===== src/kcl_pkg.sv =====
`timescale 1ns / 1ps

package kcl_pkg;

  localparam int unsigned CODE_DIGITS = 4;
  localparam int unsigned DigitW      = 4;
  localparam int unsigned CodeW       = CODE_DIGITS * DigitW;
  localparam int unsigned CountW      = 3;
  localparam int unsigned SecW        = 6;
  localparam int unsigned TimeW       = 8;
  localparam int unsigned CfgIdxW     = 3;

  localparam logic [DigitW-1:0] NO_KEY     = 4'd11;
  localparam logic [CountW-1:0] DIGIT_MAX  = 3'd7;
  localparam logic [CountW-1:0] DIGIT_FULL = 3'(CODE_DIGITS);
  localparam logic [SecW-1:0]   SEC_MAX    = 6'd63;

  localparam logic [CodeW-1:0] CODE_ONE_RST   = 16'd13667;
  localparam logic [CodeW-1:0] CODE_TWO_RST   = 16'd18789;
  localparam logic [CodeW-1:0] CODE_THREE_RST = 16'd4657;
  localparam logic [SecW-1:0]  RELOCK_RST     = 6'd6;
  localparam logic [TimeW-1:0] TIMEOUT_RST    = 8'd60;

  typedef enum logic [CfgIdxW-1:0] {
    REG_CODE_ONE       = 3'd0,
    REG_CODE_TWO       = 3'd1,
    REG_CODE_THREE     = 3'd2,
    REG_RELOCK_SECONDS = 3'd3,
    REG_ENTRY_TIMEOUT  = 3'd4
  } cfg_reg_e;

  typedef enum logic {
    OP_SAMPLE = 1'b0,
    OP_TICK   = 1'b1
  } op_e;

  typedef enum logic [1:0] {
    CHK_NONE    = 2'd0,
    CHK_GRANTED = 2'd1,
    CHK_DENIED  = 2'd2
  } check_e;

endpackage


===== src/keypad_code_lock.sv =====
`timescale 1ns / 1ps
// A result enters the output register in the cycle after its input transaction is accepted.
// Throughput: one transaction per cycle; the input stalls only while a held result is stalled.
// All state updates are done by one pass of compare and counter logic ahead of that register.
// Reset is asynchronous and active low; it restores the default codes and timings, locks the
// door, clears the entry and loads the entry countdown with its default of 60 seconds.
module keypad_code_lock
  import kcl_pkg::*;
(
  input  logic               clk_i,
  input  logic               rst_ni,
  input  logic               cfg_valid_i,
  output logic               cfg_ready_o,
  input  logic [CfgIdxW-1:0] cfg_index_i,
  input  logic [CodeW-1:0]   cfg_data_i,
  input  logic               in_valid_i,
  output logic               in_stall_o,
  input  logic               operation_i,
  input  logic [DigitW-1:0]  key_code_i,
  output logic               out_valid_o,
  input  logic               out_stall_i,
  output logic               door_open_o,
  output logic               key_accepted_o,
  output logic [1:0]         check_result_o,
  output logic               timeout_alarm_o,
  output logic [TimeW-1:0]   seconds_left_o,
  output logic [CountW-1:0]  digits_entered_o
);

  logic [CodeW-1:0]  code_one_q, code_two_q, code_three_q;
  logic [SecW-1:0]   relock_q;
  logic [TimeW-1:0]  timeout_q;

  logic [CountW-1:0] count_q, count_d;
  logic [DigitW-1:0] digits_q [CODE_DIGITS];
  logic [DigitW-1:0] digits_d [CODE_DIGITS];
  logic [SecW-1:0]   sec_q, sec_d;
  logic [TimeW-1:0]  cdown_q, cdown_d;
  logic              door_q, door_d;
  logic              accepted_d, alarm_d;
  check_e            check_d;

  logic              out_valid_q;
  logic              accepted_q, alarm_q;
  check_e            check_q;

  logic              in_fire;
  logic [CountW-1:0] count_inc;
  logic [SecW-1:0]   sec_inc;
  logic [CodeW-1:0]  entry;
  logic              match;

  assign cfg_ready_o = 1'b1;
  assign in_stall_o  = out_valid_q && out_stall_i;
  assign in_fire     = in_valid_i && !in_stall_o;

  always_ff @(posedge clk_i or negedge rst_ni) begin
    if (!rst_ni) begin
      code_one_q   <= CODE_ONE_RST;
      code_two_q   <= CODE_TWO_RST;
      code_three_q <= CODE_THREE_RST;
      relock_q     <= RELOCK_RST;
      timeout_q    <= TIMEOUT_RST;
    end else if (cfg_valid_i && cfg_ready_o) begin
      case (cfg_index_i)
        REG_CODE_ONE:       code_one_q   <= cfg_data_i;
        REG_CODE_TWO:       code_two_q   <= cfg_data_i;
        REG_CODE_THREE:     code_three_q <= cfg_data_i;
        REG_RELOCK_SECONDS: relock_q     <= cfg_data_i[SecW-1:0];
        REG_ENTRY_TIMEOUT:  timeout_q    <= cfg_data_i[TimeW-1:0];
        default: ;
      endcase
    end
  end

  assign count_inc = (count_q < DIGIT_MAX) ? count_q + 3'd1 : count_q;
  assign sec_inc   = (sec_q < SEC_MAX) ? sec_q + 6'd1 : sec_q;

  always_comb begin
    for (int i = 0; i < CODE_DIGITS; i++) begin
      entry[CodeW-1-i*DigitW -: DigitW] = digits_d[i];
    end
  end

  assign match = (entry == code_one_q) || (entry == code_two_q) || (entry == code_three_q);

  always_comb begin
    count_d    = count_q;
    sec_d      = sec_q;
    cdown_d    = cdown_q;
    door_d     = door_q;
    accepted_d = 1'b0;
    alarm_d    = 1'b0;
    check_d    = CHK_NONE;
    for (int i = 0; i < CODE_DIGITS; i++) begin
      digits_d[i] = digits_q[i];
    end
    if (op_e'(operation_i) == OP_SAMPLE) begin
      if (key_code_i != NO_KEY) begin
        accepted_d = 1'b1;
        count_d    = count_inc;
        for (int i = 0; i < CODE_DIGITS; i++) begin
          if (count_inc == CountW'(i + 1)) begin
            digits_d[i] = key_code_i;
          end
        end
        if (count_inc == DIGIT_FULL) begin
          if (match) begin
            door_d  = 1'b1;
            sec_d   = '0;
            check_d = CHK_GRANTED;
          end else begin
            sec_d   = (relock_q != '0) ? relock_q - 6'd1 : '0;
            check_d = CHK_DENIED;
          end
        end
      end
    end else begin
      sec_d = sec_inc;
      if (sec_inc >= relock_q && count_q >= DIGIT_FULL) begin
        door_d  = 1'b0;
        sec_d   = '0;
        count_d = '0;
        cdown_d = timeout_q;
        for (int i = 0; i < CODE_DIGITS; i++) begin
          digits_d[i] = '0;
        end
      end
      if (count_d != DIGIT_FULL) begin
        cdown_d = cdown_d - 8'd1;
        if (cdown_d == '0) begin
          alarm_d = 1'b1;
          cdown_d = timeout_q;
        end
      end
    end
  end

  always_ff @(posedge clk_i or negedge rst_ni) begin
    if (!rst_ni) begin
      count_q <= '0;
      sec_q   <= '0;
      cdown_q <= TIMEOUT_RST;
      door_q  <= 1'b0;
      for (int i = 0; i < CODE_DIGITS; i++) begin
        digits_q[i] <= '0;
      end
    end else if (in_fire) begin
      count_q <= count_d;
      sec_q   <= sec_d;
      cdown_q <= cdown_d;
      door_q  <= door_d;
      for (int i = 0; i < CODE_DIGITS; i++) begin
        digits_q[i] <= digits_d[i];
      end
    end
  end

  always_ff @(posedge clk_i or negedge rst_ni) begin
    if (!rst_ni) begin
      out_valid_q <= 1'b0;
    end else if (in_fire) begin
      out_valid_q <= 1'b1;
    end else if (!out_stall_i) begin
      out_valid_q <= 1'b0;
    end
  end

  always_ff @(posedge clk_i) begin
    if (in_fire) begin
      accepted_q <= accepted_d;
      alarm_q    <= alarm_d;
      check_q    <= check_d;
    end
  end

  assign out_valid_o      = out_valid_q;
  assign door_open_o      = door_q;
  assign key_accepted_o   = accepted_q;
  assign check_result_o   = check_q;
  assign timeout_alarm_o  = alarm_q;
  assign seconds_left_o   = cdown_q;
  assign digits_entered_o = count_q;

endmodule


===== config.mk =====
export PLATFORM = sky130hd
export DESIGN_NAME = keypad_code_lock
export DESIGN_NICKNAME = d
export VERILOG_FILES = /design/src/kcl_pkg.sv /design/src/keypad_code_lock.sv
export SDC_FILE = /design/constraint.sdc
export NUM_CORES = 1
export LEC_CHECK = 0
export BUFFER_PORTS_ARGS = -buffer_cell sky130_fd_sc_hd__clkbuf_2
export CORE_MARGIN = 10
export CORE_UTILIZATION = 35
export DETAILED_ROUTE_END_ITERATION = 8
export PLACE_DENSITY = 0.58
export SYNTH_ARGS = -nofsm -noshare
export SYNTH_HDL_FRONTEND = slang
export SYNTH_SLANG_ARGS = --single-unit

===== constraint.sdc =====
create_clock -name clk_i -period 8.75 [get_ports clk_i]
set_input_delay 1.3125 -clock clk_i [delete_from_list [all_inputs] [get_ports clk_i]]
set_output_delay 1.3125 -clock clk_i [all_outputs]
set_load 0.02 [all_outputs]

Yosys cells after proc, flatten, opt, wreduce, memory -nomap -nowiden
Cells that the tools add are included.
W data, S select, Z words.
{ "totals": {"regBits": 101, "in_bits": 29, "output_inout_bits": 19, "word_cells": 98} }
{ "op_classes": {"n_addsub": 4, "n_lt_le_gt_ge": 4, "eq_ne": 15, "mux": 33, "n_bitwise": 2, "reduce_logical": 23} }
{ "op_table": {"columns": ["operator", "count"], "rows": [
  ["$eq A16 B16 Y1", 3],
  ["$mux W16", 3],
  ["$mux W6", 7],
  ["$mux W8", 4],
  ["$mux W4", 4],
  ["$reduce_and A2 Y1", 8],
  ["$mux W3", 5],
  ["$eq A3 B2 Y1 const B", 4],
  ["$mux W1", 9],
  ["$logic_not A8 Y1", 1],
  ["$sub A8 B1 Y8 const B", 1],
  ["$add A6 B1 Y6 const B", 1],
  ["$eq A3 B1 Y1 const B", 2],
  ["$eq A3 B3 Y1 const B", 2],
  ["$ge A6 B6 Y1", 1],
  ["$lt A6 B6 Y1 const B", 1],
  ["$reduce_bool A2 Y1", 3],
  ["$reduce_bool A6 Y1", 1],
  ["$sub A6 B1 Y6 const B", 1],
  ["$reduce_and A5 Y1", 1],
  ["$ne A2 B1 Y1 const B", 2],
  ["$ne A4 B4 Y1 const B", 1],
  ["$add A3 B1 Y3 const B", 1],
  ["$ge A3 B3 Y1 const B", 1],
  ["other kinds (10)", 14]
]} }

Depth between registers and ports, before layout
Gate-level depths: netlist (run 1).
{ "logic_depth": {"word_depth": 13, "depth_mapped": 22, "mapped_depth_nobuf": 19} }

Worst setup path before layout (run 1)
Ideal clock, no wire load.
{ "synth_timing": {"path_type": "flip-flop to flip-flop", "startpoint": "reg sec_q[0]", "endpoint": "reg cdown_q[0], in the netlist seconds_left_o[0]", "setup_ns": 0.124, "t_arrival_ns": 4.622, "required_time_ns": 8.626, "setup_slack_ns": 4.004, "stages_incl_launch_ff": 22, "n_path_buf": 4, "synth_period_minus_slack_ns": 4.746, "path_cell_list": "dfrtp_1 ha_1 and3_1 nand3_1 nand3_1 o21a_1 ha_1 nand4_1 or2_1 o21ai_2 buf_2 buf_2 buf_1 mux2i_1 ha_1 clkbuf_1 a21oi_1 a211oi_1 nand3_1 nor2_1 o311ai_0 o2bb2ai_1"} }
{ "synth_via": {"elab_chain_cells": 10, "word_cells_on_any_way": 14, "cone_classes": "add/sub (2); order compare (2); eq/ne (1); mux (7); reduce/logical (2)"} }
{ "synth_lines": {"columns": ["element", "line_no", "source"], "rows": [
  ["from (decl)", "keypad_code_lock.sv:37", "logic [SecW-1:0] sec_q, sec_d;"],
  ["from (signal assigned)", "keypad_code_lock.sv:142", "sec_q <= '0;"],
  ["from (signal assigned)", "keypad_code_lock.sv:150", "sec_q <= sec_d;"],
  ["$add A6 B1 Y6 or $lt A6 B6 Y1 (tied branches)", "keypad_code_lock.sv:77", "assign sec_inc = (sec_q < SEC_MAX) ? sec_q + 6'd1 : sec_q;"],
  ["$mux W6 *", "keypad_code_lock.sv:77", null],
  ["$ge A6 B6 Y1 *", "keypad_code_lock.sv:120", "if (sec_inc >= relock_q && count_q >= DIGIT_FULL) begin"],
  ["$logic_and A1 B1 Y1 *", "keypad_code_lock.sv:120", null],
  ["$mux W8", "keypad_code_lock.sv:120", null],
  ["$mux W8", "keypad_code_lock.sv:98", "if (op_e'(operation_i) == OP_SAMPLE) begin"],
  ["$sub A8 B1 Y8", "keypad_code_lock.sv:130", "cdown_d = cdown_d - 8'd1;"],
  ["$logic_not A8 Y1", "keypad_code_lock.sv:131", "if (cdown_d == '0) begin"],
  ["$mux W8", "keypad_code_lock.sv:131", null],
  ["$mux W8 *", "keypad_code_lock.sv:129", "if (count_d != DIGIT_FULL) begin"],
  ["to (signal assigned)", "keypad_code_lock.sv:151", "cdown_q <= cdown_d;"],
  ["to (decl)", "keypad_code_lock.sv:38", "logic [TimeW-1:0] cdown_q, cdown_d;"]
]} }
Every way passes the cells marked *; elsewhere a longest branch is shown, timed or not. The select of a mux whose other input is x is not followed.
A chain may end at the register's enable or synchronous reset.

Worst setup path after layout (run 1)
Same ends and word-level chain as after synthesis.

==> impl_metrics.ini, run 1 <==
[sta]
tightest_slew_ns = 1.143
tns_ns = 0
rsz0062_at_grt = false
finalSetupViolations = 0
hold_viol_final = 0
skew_ns = 0.01031
min_period_over_period_pct = 58.85
max_freq_ghz = 0.1942
maxSlewHeadroom_pct = 23.77
slew_violations = 0
layout_min_cycle_time_ns = 5.150

[cells_and_area]
final_common_cell = nand2_1
final_cell_mix = nand2_1 (76), dfrtp_1 (67), mux2_2 (57)
nets = 795
n_antenna_cell = 0
drive_gt1_share_pct = 22.85
syn_to_final_growth_pct = 11.50

[hold_path]
holdCritPathClass = reg2reg

[grt]
grt_max_degree = 60
grt_pass1_vias = 5507
grt_use_total_pct = 15.80
antenna_found_initial = 0
gr-total-overflow = 0
grt_pass1_wl_mm = 31.33

[cts]
clock-sinks = 101
cts_max_path_buffers = 2
clk_pin_slew_ns = 0.07
cts-root-buf = clkbuf_16
cts_setup_buffers = 0
cts_tree = done
ctsResizeCount = 0
h-tree-depth = 3
clk-insertion-delay-late_ns = 0.36
postCtsHoldBufs = 0
cts_buffers = 9

[synthesis]
synthesis.nets = 764
netlist_area_um2 = 6704
synth-seq-area-share_pct = 38.56
ys_types = 80
synth_xor_area_share_pct = 4.573
synth_top_family_by_area = compound AO/OA/AOI/OAI gates
synth_edf_count = 4
synth-main-ff-cell = dfrtp_1
ys_seq_elements = 101
avgSynthCellArea_um2 = 9.298
synthSimpleGateAreaFrac_pct = 17.49
synthMuxAreaShare_pct = 11.81
synthAdderAreaFrac_pct = 2.613
netlist_instances = 721
synth_compound_area_share_pct = 20.62
yosysWarningCount = 0
synthArstFlopShare_pct = 96.04

[pwr]
p_per_area_nw_per_um2 = 344.8
leakagePower_nw = 3.055
irDropWorstVdd_mv = 0.1969
power_w = 0.002577

[status]
status = finished clean

[critical_path]
reg2reg_setup_slack_ns = 3.60
cp_max_fo = 33
path_class = reg2reg
end_kind = register
crit_start = sec_q[0]$_DFFE_PN0P_
timing.rr.end = seconds_left_o[0]$_DFFE_PN0P_
cp.arrival_ns = 5.38
ff2ff_path_depth = 19
crit_required_ns = 8.98
r2r-start = sec_q[0]$_DFFE_PN0P_
crit_path_end = seconds_left_o[0]$_DFFE_PN0P_
setup.worst_path.start_class = register

[route]
drtPass1Iterations = 5
post-route-drc-count = 0
vias = 5661
wl_per_cell_um = 19.50
drt-initial-drc-count = 440
antenna_left = 0
via_per_inst = 5.712
drt_wl_total_mm = 19.32

[place]
portBuffers = 46
place_congestion = 0.8819
dpl.hpwl_mm = 14.02

[floorplan]
std_cell_rows = 50
die_x_um = 158.4
io_pins = 48
initial_core_util_pct = 35.72
die_y_um = 158.4
coreArea_um2 = 18770
fp.dieArea_um2 = 25090

[job]
max_cap_violations = 0
## flip-flops by register name, indices dropped and copies added (netlist names)
signal,count
timeout_q,8
relock_q,6
code_three_q,16
code_one_q,16
digits_entered_o,3
key_accepted_o,1
out_valid_o,1
timeout_alarm_o,1
sec_q,6
check_result_o,2
code_two_q,16
seconds_left_o,8
digits_q,16
door_open_o,1
## synth_stat cells (all sizes together), types with 14 or more instances
master / n / share of area, %
nand2: 76 / 4.3
dfrtp: 67 / 25
mux2: 57 / 9.6
nor2: 47 / 2.6
o21ai: 44 / 3.3
a21oi: 38 / 2.8
inv: 32 / 1.8
dfstp: 30 / 12
nand3: 25 / 1.9
xnor2: 25 / 3.3
nor3: 21 / 1.6
clkbuf: 18 / 1.0
buf: 17 / 1.5
a22oi: 16 / 1.8
mux2i: 15 / 2.2
ha: 14 / 2.6
## metrics by stage
stage / utilization, % / instances / setup slack [ns] / area [um^2] / hold WS (ns)
after floorplan: - / 721 / 4.005 / 6704 / 0.4479
after global placement: 38.02 / 975 / 3.522 / 7136 / 0.4645
after detailed placement: 38.02 / 975 / 3.547 / 7136 / 0.4713
after CTS: 39.83 / 991 / 3.688 / 7475 / 0.4888
after global routing: 39.83 / 991 / 3.034 / 7475 / 0.5109
final: 39.83 / 991 / 3.600 / 7475 / 0.4870
## worst min path at each step
stage,from,to,slack [ns],cells past startpoint
6_report,digits_q[10]$_DFFE_PN0P_,digits_q[10]$_DFFE_PN0P_,0.49,1
5_1_grt,digits_q[10]$_DFFE_PN0P_,digits_q[10]$_DFFE_PN0P_,0.51,1
4_1_cts,digits_q[10]$_DFFE_PN0P_,digits_q[10]$_DFFE_PN0P_,0.49,1
3_5_place_dp,digits_q[10]$_DFFE_PN0P_,digits_q[10]$_DFFE_PN0P_,0.47,1
2_1_floorplan,digits_q[3]$_DFFE_PN0P_,digits_q[3]$_DFFE_PN0P_,0.45,2
3_3_place_gp,digits_q[10]$_DFFE_PN0P_,digits_q[10]$_DFFE_PN0P_,0.46,1
## layer usage
metal | GRT usage (%) | wire length (um) | vias up
li1 | - | - | 2729
met3 | 2.779 | 1124 | 19
met2 | 23.74 | 8494 | 158
met4 | 4.896 | 278 | 0
met5 | 0 | 0 | -
met1 | 22.47 | 9424 | 2755
## power by group
group	internal (W)	switching, W
clock	0.000259	0.000199
sequential	0.000632	0.000174
combinational	0.000520	0.000794
total	0.00141	0.00117
## logic make-up after synthesis
group / after synthesis
buf+inv: 67
other cells: 1
compound gates: 196
fa+ha+maj: 14
xor+xnor: 35
simple gates: 235
flops: 101
mux: 72
## worst max-delay path, stage by stage, from the launching register on
cell	delay, ns
dfrtp_1	0.43
ha_1	0.25
and3_1	0.21
nand3_1	0.21
nand3_1	0.11
o21a_1	0.13
ha_1	0.30
nand4_1	0.11
or2_1	0.26
o21ai_2	0.23
buf_4	0.41
mux2i_1	0.34
ha_1	0.21
nor4b_1	0.35
a22oi_1	0.12
a21oi_1	0.24
nand3_1	0.10
nor2_1	0.62
o311ai_0	0.21
o2bb2ai_1	0.18
## area by class of cell
cell class / count / area (um^2)
sequential: 101 / 2585
inverter: 32 / 120.1
multi-input combinational: 553 / 3837
tap: 234 / 292.8
fill: 1885 / 11290
clock inverter: 7 / 113.9
clock buffer: 9 / 225.2
timing repair buffer: 55 / 300.3
Note: power is estimated with default switching activity, not from simulation.
==> run 2, diff against run 1 <==
--- a/config.mk
+++ b/config.mk
@@ -5,6 +5,7 @@
 export SDC_FILE = /design/constraint.sdc
 export NUM_CORES = 1
 export LEC_CHECK = 0
+export ABC_AREA = 1
 export BUFFER_PORTS_ARGS = -buffer_cell sky130_fd_sc_hd__clkbuf_2
 export CORE_MARGIN = 10
 export CORE_UTILIZATION = 35
==> constraint.sdc (replaced) <==
create_clock -name clk_i -period 4.75 [get_ports clk_i]
set_input_delay 0.7125 -clock clk_i [delete_from_list [all_inputs] [get_ports clk_i]]
set_output_delay 0.7125 -clock clk_i [all_outputs]
set_load 0.02 [all_outputs]
==> run 2 against run 1 <==
Worst hold slack worse by 0.090 ns; first-iteration DRC count is 26% lower; sequential share of layout area is 1.5 points higher; sequential power is 67% higher; critical path type unchanged.
==> impl_metrics.ini, run 2 <==
[critical_path]
setup.worst_path.start_class = register
critPathMaxStageDelay_ns = 0.48
ff2ff_path_depth = 26
path_class = reg2reg
timing.rr.end = door_open_o$_DFFE_PN0P_
critical_path.top_delay_family = simple AND/OR/NAND/NOR gates
reg2reg_setup_slack_ns = 0.93
crit_top_cell = nand2_1
cp_num_buf_inv = 2
end_kind = register
cp.arrival_ns = 4.07
r2r-start = sec_q[0]$_DFFE_PN0P_
crit_required_ns = 5.00
cp_max_fo = 28
cp_slowest_cell = nand3_2

[synthesis]
synthTopCellsByCount = nand2_1 (299), inv_1 (98), o21ai_0 (82)
synth-main-ff-cell = dfrtp_1
yosysTopAreaCell = dfrtp_1
netlist_area_um2 = 6417
synthesis.nets = 934
synth-seq-area-share_pct = 40.28
yosysMostFrequentCell = nand2_1
yosysWarningCount = 0
ys_types = 38
yosys-top-cells-area = dfrtp_1 (26%), nand2_1 (17%), dfstp_2 (12%)
netlist_instances = 891
synth_edf_count = 4
ys_seq_elements = 101
synthArstFlopShare_pct = 96.04
synth_top_area_share_pct = 26.13
avgSynthCellArea_um2 = 7.202

[job]
max_cap_violations = 0

[cells_and_area]
n_antenna_cell = 0
syn_to_final_growth_pct = 11.54
final_common_cell = nand2_1
drive_gt1_share_pct = 16.13
nets = 968
design_area_um2 = 7158
final_cell_mix = nand2_1 (299), inv_1 (98), o21ai_0 (82)
instances_no_fill = 1159
fillCellCount = 1891

[route]
via_per_inst = 4.877
antenna_left = 0
drt_wl_total_mm = 17.37
wl_per_cell_um = 14.98
post-route-drc-count = 0
drtPass1Iterations = 5
vias = 5653
drt-initial-drc-count = 327

[grt]
gr-total-overflow = 0
grt_use_total_pct = 14.68
grt_max_degree = 53
antenna_found_initial = 1
grt_pass1_vias = 5452
grt_pass1_wl_mm = 28.57

[pwr]
power_w = 0.004375
leakagePower_nw = 3.617
irDropWorstVdd_mv = 0.3750
p_per_area_nw_per_um2 = 611.2

[sta]
layout_min_cycle_time_ns = 3.817
slew_violations = 0
hold_viol_final = 0
tightest_slew_ns = 1.099
maxSlewHeadroom_pct = 26.55
fin_hold_ws_ns = 0.3969
skew_ns = 0.008914
rsz0062_at_grt = false
finalSetupViolations = 0
tns_ns = 0
min_period_over_period_pct = 80.36
max_freq_ghz = 0.2620

[cts]
ctsResizeCount = 0
clk-insertion-delay-late_ns = 0.35
cts_setup_buffers = 0
cts-root-buf = clkbuf_16
h-tree-depth = 3
clk_pin_slew_ns = 0.08
cts_buffers = 9
postCtsHoldBufs = 0
cts_tree = done
cts_max_path_buffers = 2
clock-sinks = 101

[place]
placedCellCount = 1143
portBuffers = 46
dpl.hpwl_mm = 12.55
place_area_um2 = 6828
place_congestion = 0.8546

[floorplan]
die_x_um = 155.4
std_cell_rows = 49
initial_core_util_pct = 35.60
coreArea_um2 = 18020
io_pins = 48
fp.dieArea_um2 = 24150
die_y_um = 155.4

[status]
status = finished clean

[hold_path]
holdCritPathClass = in2async
==> run 2: cell types whose count changed in the layout (fill, tap and decap cells not counted), sizes merged, moves of 15 or more <==
cell    change
mux2i      -15
a21oi      -19
a22oi      -16
inv        +71
nand3      +48
nor3       -19
xnor2      -20
nand3b     +21
nor2       +28
nand2     +237
o21ai      +50
mux2       -56
==> run 2: metrics by stage <==
step | setup slack (ns) | utilization [%]
final | 0.9328 | 39.71
after global routing | 0.4767 | 39.71
after CTS | 0.9476 | 39.71
after detailed placement | 0.9923 | 37.88
after global placement | 0.9735 | 37.88
after floorplan | 1.473 | -
==> run 2: worst max path at each step <==
stage	from	end	slack, ns	cells past startpoint
2_1_floorplan	sec_q[0]$_DFFE_PN0P_	seconds_left_o[0]$_DFFE_PN0P_	1.47	22
3_3_place_gp	sec_q[0]$_DFFE_PN0P_	door_open_o$_DFFE_PN0P_	0.97	26
3_5_place_dp	sec_q[0]$_DFFE_PN0P_	door_open_o$_DFFE_PN0P_	0.99	23
4_1_cts	sec_q[0]$_DFFE_PN0P_	door_open_o$_DFFE_PN0P_	0.95	26
5_1_grt	sec_q[0]$_DFFE_PN0P_	door_open_o$_DFFE_PN0P_	0.48	26
6_report	sec_q[0]$_DFFE_PN0P_	door_open_o$_DFFE_PN0P_	0.93	26
==> run 2: kinds of logic (layout without fill, tap and decap cells) <==
family / after synthesis / in the layout / synth area share (%)
AOI/OAI and AO/OA: 117 / 117 / 9.787
xor gates and xnor gates: 18 / 18 / 2.457
adders and majority gates: 14 / 14 / 2.730
buffers and inverters: 131 / 170 / 8.306
DFF: 101 / 101 / 40.28
muxes: 1 / 1 / 0.1755
other: 1 / 1 / 0.05843
and+or+nand+nor: 508 / 508 / 36.21
==> run 2: power breakdown <==
group | leakage (nW) | total [W] | switching, W | internal [W]
combinational | 2.26 | 0.00219 | 0.00142 | 0.000762
sequential | 1.19 | 0.00135 | 0.000216 | 0.00113
clock | 0.159 | 0.000845 | 0.000372 | 0.000472
==> run 2: worst register-to-register path, stage by stage (launching register included) <==
cell,delay (ns)
dfrtp_1,0.42
ha_1,0.21
nand3_1,0.10
nor2_1,0.12
nand2_1,0.16
xor2_1,0.17
inv_1,0.10
ha_1,0.28
inv_1,0.04
nand2_1,0.05
nand2_1,0.05
nand2_1,0.05
nand2_1,0.08
nand2_4,0.13
nand3_2,0.48
nand2_1,0.38
xnor2_1,0.09
nor2_1,0.12
nand2_1,0.06
nor2_1,0.11
nand2_1,0.07
nand3_2,0.12
nand2_2,0.07
nand2_1,0.08
nand2_1,0.08
nand2_1,0.06
nand2_1,0.04
==> run 2: cell type report <==
cell class	instances	area, um^2	area share (%)
well taps	229	286.5	4.003
clock inverters	7	105.1	1.468
multi-input cells	659	3299	46.09
clock buffers	9	225.2	3.146
inverters	103	386.6	5.401
repair buffers	51	270.3	3.776
flip-flops and latches	101	2585	36.11
==> run 2: metal layers <==
metal / up-vias / global-route usage (%) / part of all wire [%]
li1: 2923 / - / -
met1: 2602 / 19.49 / 48
met2: 104 / 23.07 / 46
met3: 22 / 3.309 / 4.4
met4: 2 / 4.768 / 2.1
met5: - / 0 / 0.075
